$ cat src/rtl/core/cdq_pkg.sv
// Package for the circular deque core: depth, index widths, command and
// status codes, and the structs passed between the controller and the top.
// No dependencies.
`default_nettype none

package cdq_pkg;

  // Queue depth, the index and count widths that follow from it, and the data and occupancy widths.
  localparam int DEPTH    = 16;
  localparam int IDX_W    = (DEPTH > 1) ? $clog2(DEPTH) : 1;
  localparam int CNT_W    = $clog2(DEPTH + 1);
  localparam int DATA_W   = 32;
  localparam int OCC_W    = 5;

  localparam logic [IDX_W-1:0] IDX_LAST = IDX_W'(DEPTH - 1);
  localparam logic [CNT_W-1:0] CNT_FULL = CNT_W'(DEPTH);

  typedef enum logic [1:0] {
    CMD_PUSH_FRONT = 2'd0,
    CMD_PUSH_REAR  = 2'd1,
    CMD_POP_FRONT  = 2'd2,
    CMD_POP_REAR   = 2'd3
  } cmd_t;

  typedef enum logic [1:0] {
    ST_DONE  = 2'd0,
    ST_FULL  = 2'd1,
    ST_EMPTY = 2'd2
  } status_t;

  // Request from the controller to the entry memory.
  typedef struct packed {
    logic              wr_en;
    logic              rd_en;
    logic [IDX_W-1:0]  addr;
    logic [DATA_W-1:0] wdata;
  } mem_req_t;

  // Result of one word, minus the popped data that the memory returns later.
  typedef struct packed {
    status_t           status;
    logic              pop_ok;
    logic [OCC_W-1:0]  occupancy;
  } res_info_t;

  // Step an index down by one with wrap.
  function automatic logic [IDX_W-1:0] idx_dec(input logic [IDX_W-1:0] i);
    idx_dec = (i == '0) ? IDX_LAST : i - IDX_W'(1);
  endfunction

  // Step an index up by one with wrap.
  function automatic logic [IDX_W-1:0] idx_inc(input logic [IDX_W-1:0] i);
    idx_inc = (i == IDX_LAST) ? '0 : i + IDX_W'(1);
  endfunction

endpackage

`default_nettype wire

$ cat src/rtl/core/cdq_ram.sv
// Single-port synchronous RAM with registered read data, read-first.
// Generic; used by the deque core for its entry storage.
`default_nettype none

module cdq_ram #(
  parameter int DATA_W = 32,
  parameter int ADDR_W = 4
) (
  input  wire logic              clk,
  input  wire logic              wr_en,
  input  wire logic              rd_en,
  input  wire logic [ADDR_W-1:0] addr,
  input  wire logic [DATA_W-1:0] wdata,
  output logic      [DATA_W-1:0] rd_data
);

  logic [DATA_W-1:0] mem [2**ADDR_W];

  // Write and read port.
  always_ff @(posedge clk) begin
    if (wr_en) begin
      mem[addr] <= wdata;
    end
    if (rd_en) begin
      rd_data <= mem[addr];
    end
  end

endmodule

`default_nettype wire

$ cat src/rtl/core/cdq_ctrl.sv
// Deque controller: front and rear indices and element count, command
// decode, and the memory request for each accepted word. Uses cdq_pkg.
`default_nettype none

module cdq_ctrl (
  input  wire logic                          clk,
  input  wire logic                          rst_n,
  input  wire logic                          accept,
  input  wire logic [1:0]                    command,
  input  wire logic [cdq_pkg::DATA_W-1:0]    push_value,
  output cdq_pkg::mem_req_t                  mem_req,
  output cdq_pkg::res_info_t                 res_info
);

  logic [cdq_pkg::IDX_W-1:0] front_r, front_nxt;
  logic [cdq_pkg::IDX_W-1:0] rear_r, rear_nxt;
  logic [cdq_pkg::CNT_W-1:0] count_r, count_nxt;

  // Decode the command against the current indices and count.
  always_comb begin
    front_nxt         = front_r;
    rear_nxt          = rear_r;
    count_nxt         = count_r;
    mem_req.wr_en     = 1'b0;
    mem_req.rd_en     = 1'b0;
    mem_req.addr      = front_r;
    mem_req.wdata     = push_value;
    res_info.status   = cdq_pkg::ST_DONE;
    res_info.pop_ok   = 1'b0;

    unique case (cdq_pkg::cmd_t'(command))
      cdq_pkg::CMD_PUSH_FRONT, cdq_pkg::CMD_PUSH_REAR: begin
        if (count_r == cdq_pkg::CNT_FULL) begin
          res_info.status = cdq_pkg::ST_FULL;
        end else begin
          mem_req.wr_en = 1'b1;
          count_nxt     = count_r + cdq_pkg::CNT_W'(1);
          if (count_r == '0) begin
            // First element always lands in entry zero.
            front_nxt    = '0;
            rear_nxt     = '0;
            mem_req.addr = '0;
          end else if (cdq_pkg::cmd_t'(command) == cdq_pkg::CMD_PUSH_FRONT) begin
            front_nxt    = cdq_pkg::idx_dec(front_r);
            mem_req.addr = front_nxt;
          end else begin
            rear_nxt     = cdq_pkg::idx_inc(rear_r);
            mem_req.addr = rear_nxt;
          end
        end
      end
      cdq_pkg::CMD_POP_FRONT, cdq_pkg::CMD_POP_REAR: begin
        if (count_r == '0) begin
          res_info.status = cdq_pkg::ST_EMPTY;
        end else begin
          mem_req.rd_en   = 1'b1;
          res_info.pop_ok = 1'b1;
          count_nxt       = count_r - cdq_pkg::CNT_W'(1);
          if (cdq_pkg::cmd_t'(command) == cdq_pkg::CMD_POP_FRONT) begin
            mem_req.addr = front_r;
            front_nxt    = cdq_pkg::idx_inc(front_r);
          end else begin
            mem_req.addr = rear_r;
            rear_nxt     = cdq_pkg::idx_dec(rear_r);
          end
          // Removing the last element sends both indices home.
          if (count_r == cdq_pkg::CNT_W'(1)) begin
            front_nxt = '0;
            rear_nxt  = '0;
          end
        end
      end
      default: begin
      end
    endcase

    res_info.occupancy = cdq_pkg::OCC_W'(count_nxt);

    // Nothing touches the memory unless the word is taken.
    if (!accept) begin
      mem_req.wr_en = 1'b0;
      mem_req.rd_en = 1'b0;
    end
  end

  // Index and count registers.
  always_ff @(posedge clk) begin
    if (!rst_n) begin
      front_r <= '0;
      rear_r  <= '0;
      count_r <= '0;
    end else if (accept) begin
      front_r <= front_nxt;
      rear_r  <= rear_nxt;
      count_r <= count_nxt;
    end
  end

endmodule

`default_nettype wire

$ cat src/rtl/core/circular_deque_core.sv
// Channel  Direction  Handshake            Payload
// in_      input      in_valid / in_stall  in_command, in_push_value
// out_     output     out_valid/out_stall  out_status, out_popped_value, out_occupancy
//
// One word is accepted per cycle while in_stall is low; its result passes
// through the pending stage, where the registered memory read lands, and then the output register.
// Indices and count update at the accept edge, so back-to-back words on the
// same entry need no forwarding. Reset clears indices, count and valids only.
// A stalled result holds in the output register; one more result waits
// behind it, and only then does in_stall rise.
//
// Top level of the circular deque. Uses cdq_pkg, cdq_ctrl and cdq_ram.
`default_nettype none

module circular_deque_core (
  input  wire logic               clk,
  input  wire logic               rst_n,
  input  wire logic               in_valid,
  output logic                    in_stall,
  input  wire logic [1:0]         in_command,
  input  wire logic signed [31:0] in_push_value,
  output logic                    out_valid,
  input  wire logic               out_stall,
  output logic [1:0]              out_status,
  output logic signed [31:0]      out_popped_value,
  output logic [4:0]              out_occupancy
);

  cdq_pkg::mem_req_t          mem_req;
  cdq_pkg::res_info_t         res_info;
  logic [cdq_pkg::DATA_W-1:0] rd_data;

  logic                       in_acc;
  logic                       s1_move;
  logic                       s1_v_r, s1_v_nxt;
  cdq_pkg::res_info_t         s1_res_r;
  logic                       out_v_r, out_v_nxt;
  logic [1:0]                 out_status_r;
  logic [cdq_pkg::DATA_W-1:0] out_popped_r;
  logic [4:0]                 out_occ_r;

  // Handshake: the pending result moves on when the output register frees.
  assign s1_move  = s1_v_r && (!out_v_r || !out_stall);
  assign in_stall = s1_v_r && out_v_r && out_stall;
  assign in_acc   = in_valid && !in_stall;

  cdq_ctrl u_ctrl (
    .clk        (clk),
    .rst_n      (rst_n),
    .accept     (in_acc),
    .command    (in_command),
    .push_value (in_push_value),
    .mem_req    (mem_req),
    .res_info   (res_info)
  );

  cdq_ram #(
    .DATA_W (cdq_pkg::DATA_W),
    .ADDR_W (cdq_pkg::IDX_W)
  ) u_ram (
    .clk     (clk),
    .wr_en   (mem_req.wr_en),
    .rd_en   (mem_req.rd_en),
    .addr    (mem_req.addr),
    .wdata   (mem_req.wdata),
    .rd_data (rd_data)
  );

  // Valid bits of the pending stage and the output register.
  always_comb begin
    s1_v_nxt = s1_v_r;
    if (in_acc) begin
      s1_v_nxt = 1'b1;
    end else if (s1_move) begin
      s1_v_nxt = 1'b0;
    end

    out_v_nxt = out_v_r;
    if (s1_move) begin
      out_v_nxt = 1'b1;
    end else if (!out_stall) begin
      out_v_nxt = 1'b0;
    end
  end

  always_ff @(posedge clk) begin
    if (!rst_n) begin
      s1_v_r  <= 1'b0;
      out_v_r <= 1'b0;
    end else begin
      s1_v_r  <= s1_v_nxt;
      out_v_r <= out_v_nxt;
    end
  end

  // Payload registers. Read data stays put until the next accepted pop.
  always_ff @(posedge clk) begin
    if (in_acc) begin
      s1_res_r <= res_info;
    end
    if (s1_move) begin
      out_status_r <= s1_res_r.status;
      out_popped_r <= s1_res_r.pop_ok ? rd_data : '0;
      out_occ_r    <= s1_res_r.occupancy;
    end
  end

  assign out_valid        = out_v_r;
  assign out_status       = out_status_r;
  assign out_popped_value = out_popped_r;
  assign out_occupancy    = out_occ_r;

endmodule

`default_nettype wire

$ cat config.mk
export PLATFORM = sky130hd
export DESIGN_NAME = circular_deque_core
export DESIGN_NICKNAME = d
export VERILOG_FILES = /design/src/rtl/core/cdq_pkg.sv /design/src/rtl/core/cdq_ram.sv /design/src/rtl/core/cdq_ctrl.sv /design/src/rtl/core/circular_deque_core.sv
export SDC_FILE = /design/constraint.sdc
export NUM_CORES = 1
export LEC_CHECK = 0
export BUFFER_PORTS_ARGS = -buffer_cell sky130_fd_sc_hd__buf_4
export CORE_MARGIN = 1.5
export CORE_UTILIZATION = 55
export DETAILED_ROUTE_END_ITERATION = 6
export HOLD_SLACK_MARGIN = 0.06
export PLACE_DENSITY = 0.7
export SETUP_SLACK_MARGIN = 0.2
export SLEW_MARGIN = 20
export SYNTH_ARGS = -nofsm -noshare
export SYNTH_HDL_FRONTEND = slang
export SYNTH_SLANG_ARGS = --single-unit
$ cat constraint.sdc
create_clock -name clk -period 5.2 [get_ports clk]
set_input_delay 0.26 -clock clk [delete_from_list [all_inputs] [get_ports clk]]
set_output_delay 0.26 -clock clk [all_outputs]
set_load 0.1 [all_outputs]
==> out/qor.csv <==
metric,value,unit
unrepaired setup endpoints after global routing,false,
die height,238.6,um
Root Driver,clkbuf_16,
"commonest non-fill, non-tap cells in the layout","edfxtp_1, nand2_1, mux2i_1, buf_4, a211oi_1",
CP max FO,46,
synthesized area per cell,12.56,um2
post-synthesis cell type count,76,
initial antenna violation count,1,
Post-route DRC,0,
n_diodes,0,
number of I/O port buffers,78,
"Largest delay share family, worst path",simple AND/OR/NAND/NOR gates,
Layout Skew,0.01946,ns
Synthesized Nets,2475,
number of global-route vias before repair,22010,
sw frac,30.86,%
R2R setup slack,0.80,ns
Max IR drop VDD,0.3197,mV
reg-to-reg critical path startpoint,u_ctrl.count_r[0],
routability-driven placement congestion ratio,0.8485,
setup TNS,0,ns
Post-synth top flop,edfxtp_1,
CP endpoint,u_ram.mem[13][27],
Clock Latency Late Sink,0.61,ns
crit path buf inv count,3,
clk sink count,606,
"Design Area, Final",0.03440,mm2
worst-margin pin slew,1.298,ns
"EDFF count, synth",591,
sequential share of power,41.4,%
synthesized area,0.03052,mm2
switching pwr,4.244,mW
"most common cell after layout, fill and taps aside",edfxtp_1,
Worst setup EP type,flip-flop,
pwr dens,399.9,mW/mm2
vias post-DR,22550,
Crit. path cell count,11,
# IOs,79,
maximum clock frequency,227.2,MHz
outcome,finished clean,
Die W,238.6,um
fin crit period,4.402,ns
layout cell share with drive strength beyond 1,12.66,%
post-CTS setup buffers,0,
pre-CTS setup slack,0.9781,ns
worst relative slew slack,13.43,%
WL/cell,27.20,um
final-report setup violation count,0,
CTS buffer count,66,
Final Hold Vio Count,0,
vias per cell,6.985,
ANT nets after route,0,
startpoint types,flip-flop,
WP data arrival,4.69,ns
initial core utilization,55.50,%
Slew Limit Fails,0,
r2r endpoint,u_ram.mem[13][27],
crit path launch,u_ctrl.count_r[0],
sequential element share of the synthesized area,59.13,%
worst hold path type,in -> reg,
r2r worst-path depth,11,
post-DP HPWL,48590,um
post-route insts no fill,3228,
internal power,9.510,mW
Syn Inst Count,2429,
first-pass GRT wire length,132300,um
row count,86,
Post-Place Cells,3071,
Routed WL,87790,um
CTS tree,done,
critical path type,reg -> reg,
Total Routing Usage GR,30.75,%
Clock transition at path regs,0.06,ns
drt pass-1 iters,6,
overflow left after global routing,0,
logic gate share of total power,24.4,%
H-tree levels,3,
CP required,5.49,ns
first-iteration detailed-routing DRC count,2989,
LEAKAGE,11.79,nW
P&R area growth vs syn,12.70,%
Filler Cells Inserted,4028,
critical-path cell list,inv_1 > ha_1 > or4b_4 > nand2_2 > nand3_2 > buf_4 > o21a_1 > nor3_1 > nand2_1 > nor2_4 > buf_12,
fin util,62.55,%
asr flop ratio synth,0,%
die area,0.05691,mm2
YS warnings,0,
Core ar.,0.05499,mm2
CTS max path bufs,3,
Max-Cap Viols,0,
Final period util,84.66,%
DP Area,0.03185,mm2
Setup WS post-layout,0.7977,ns
Clk pwr share,34.1,%
Synth Register Bits,606,
largest net degree at the start of global routing,293,
critical path's largest stage delay,0.77,ns
slowest stage cell on the critical path,or4b_4,
nets@finish,2475,
## routing by layer
layer | global-route usage [%] | part of all wire (%) | up-vias
li1 | - | - | 9752
met1 | 41.29 | 40 | 11280
met2 | 49.22 | 48 | 1304
met3 | 4.861 | 8.8 | 212
met4 | 14.61 | 3.8 | 0
met5 | 0 | 0 | -
## logic make-up (layout without fill, tap and decap cells)
| family | count (synthesis) | in the layout | share of synthesized area [%] |
|---|---|---|---|
| AO/OA/AOI/OAI | 580 | 580 | 14.51 |
| XOR/XNOR | 8 | 8 | 0.2296 |
| adder cells (fa/ha/maj) | 8 | 8 | 0.3280 |
| buffers and inverters | 332 | 383 | 4.583 |
| flip-flops | 606 | 606 | 59.13 |
| multiplexers | 225 | 225 | 7.507 |
| AND/OR/NAND/NOR | 670 | 670 | 13.71 |
## worst register-to-register path: stages (launching register included)
cell and delay (ns):
dfxtp_1 0.37, inv_1 0.20, ha_1 0.23, or4b_4 0.77
nand2_2 0.18, nand3_2 0.11, buf_4 0.31, o21a_1 0.19
nor3_1 0.43, nand2_1 0.39, nor2_4 0.61, buf_12 0.30
## registers in the layout (all words and copies together) (netlist names)
| name | flops |
|---|---|
| u_ctrl.rear_r | 4 |
| out_valid | 1 |
| s1_res_r | 8 |
| out_popped_value | 32 |
| s1_v_r | 1 |
| out_status | 2 |
| u_ctrl.count_r | 5 |
| u_ctrl.front_r | 4 |
| out_occupancy | 5 |
| u_ram.mem | 512 |
| u_ram.rd_data | 32 |
## synth_stat cells (4+ instances only)
master,number,area (um2)
mux2_2,7,78.83
buf_4,12,90.09
o311ai_0,58,508.0
o2bb2ai_1,33,289.0
a2111oi_2,13,195.2
nand2_1,227,852.1
a31oi_1,6,37.54
buf_2,49,245.2
nand2_2,4,25.02
nand3b_1,4,30.03
and2_1,39,244.0
a211oi_1,130,975.9
nor4b_1,62,543.0
edfxtp_1,591,17750
nor2_1,38,142.6
o22ai_1,64,400.4
o21ai_0,7,35.03
a211o_1,32,280.3
nand4b_1,63,551.8
nand2b_1,4,25.02
dfxtp_1,15,300.3
clkbuf_1,178,668.1
o311ai_1,5,43.79
and4b_1,62,620.6
a2111oi_0,50,437.9
a21oi_1,78,390.4
mux2i_1,194,1942
nor3_1,64,320.3
mux2_1,24,270.3
ha_1,8,100.1
buf_6,6,67.56
inv_1,73,274.0
o31ai_1,4,30.03
nand3_1,11,55.05
nor2b_1,5,31.28
nand4_1,10,62.56
buf_1,12,45.04
o211ai_1,68,510.5
and4_1,64,560.5
xor2_1,5,43.79
## layout make-up
type / count / area [um2] / share of cell area [%]
Tap cell: 748 / 935.9 / 2.721
Timing Repair Buffer: 190 / 1684 / 4.896
Clock buffer: 85 / 1828 / 5.315
Inverter: 74 / 277.8 / 0.8076
Multi-Input combinational cell: 1491 / 11300 / 32.87
Sequential cell: 606 / 18050 / 52.47
Clock inverter: 34 / 317.8 / 0.9240
## worst min-delay path by stage
| stage | startpoint | endpoint | cells after the start |
|---|---|---|---|
| after floorplan | in_push_value[0] | u_ram.mem[0][0] | 0 |
| after global routing | in_command[1] | s1_res_r[6] | 2 |
| after detailed placement | s1_res_r[1] | out_occupancy[1] | 0 |
| final | in_command[1] | s1_res_r[6] | 2 |
| after global placement | s1_res_r[0] | out_occupancy[0] | 0 |
| after CTS | in_command[1] | s1_res_r[6] | 2 |
## power groups by stage
stage / Combinational [mW] / Sequential, mW / Clock, mW
3_5_place_dp: 3.25 / 5.80 / 0
4_1_cts: 3.30 / 5.69 / 4.74
5_1_grt: 3.54 / 5.71 / 4.92
6_report: 3.36 / 5.70 / 4.69
2_1_floorplan: 2.14 / 5.89 / 0
3_3_place_gp: 3.18 / 5.79 / 0
## stage by stage
step	power [mW]	hold WS, ns
5_1_grt	14.17	0.3704
4_1_cts	13.73	0.2954
6_report	13.75	0.3056
2_1_floorplan	8.031	0.3589
3_3_place_gp	8.965	0.4015
3_5_place_dp	9.051	0.4066
## what timing repair did
action	CTS	global route
hold buffers	37	0
endpoints found under the hold margin	522	0
resized for setup	0	0
endpoints found under the setup margin	0	0
(Power assumes the default switching activity.)
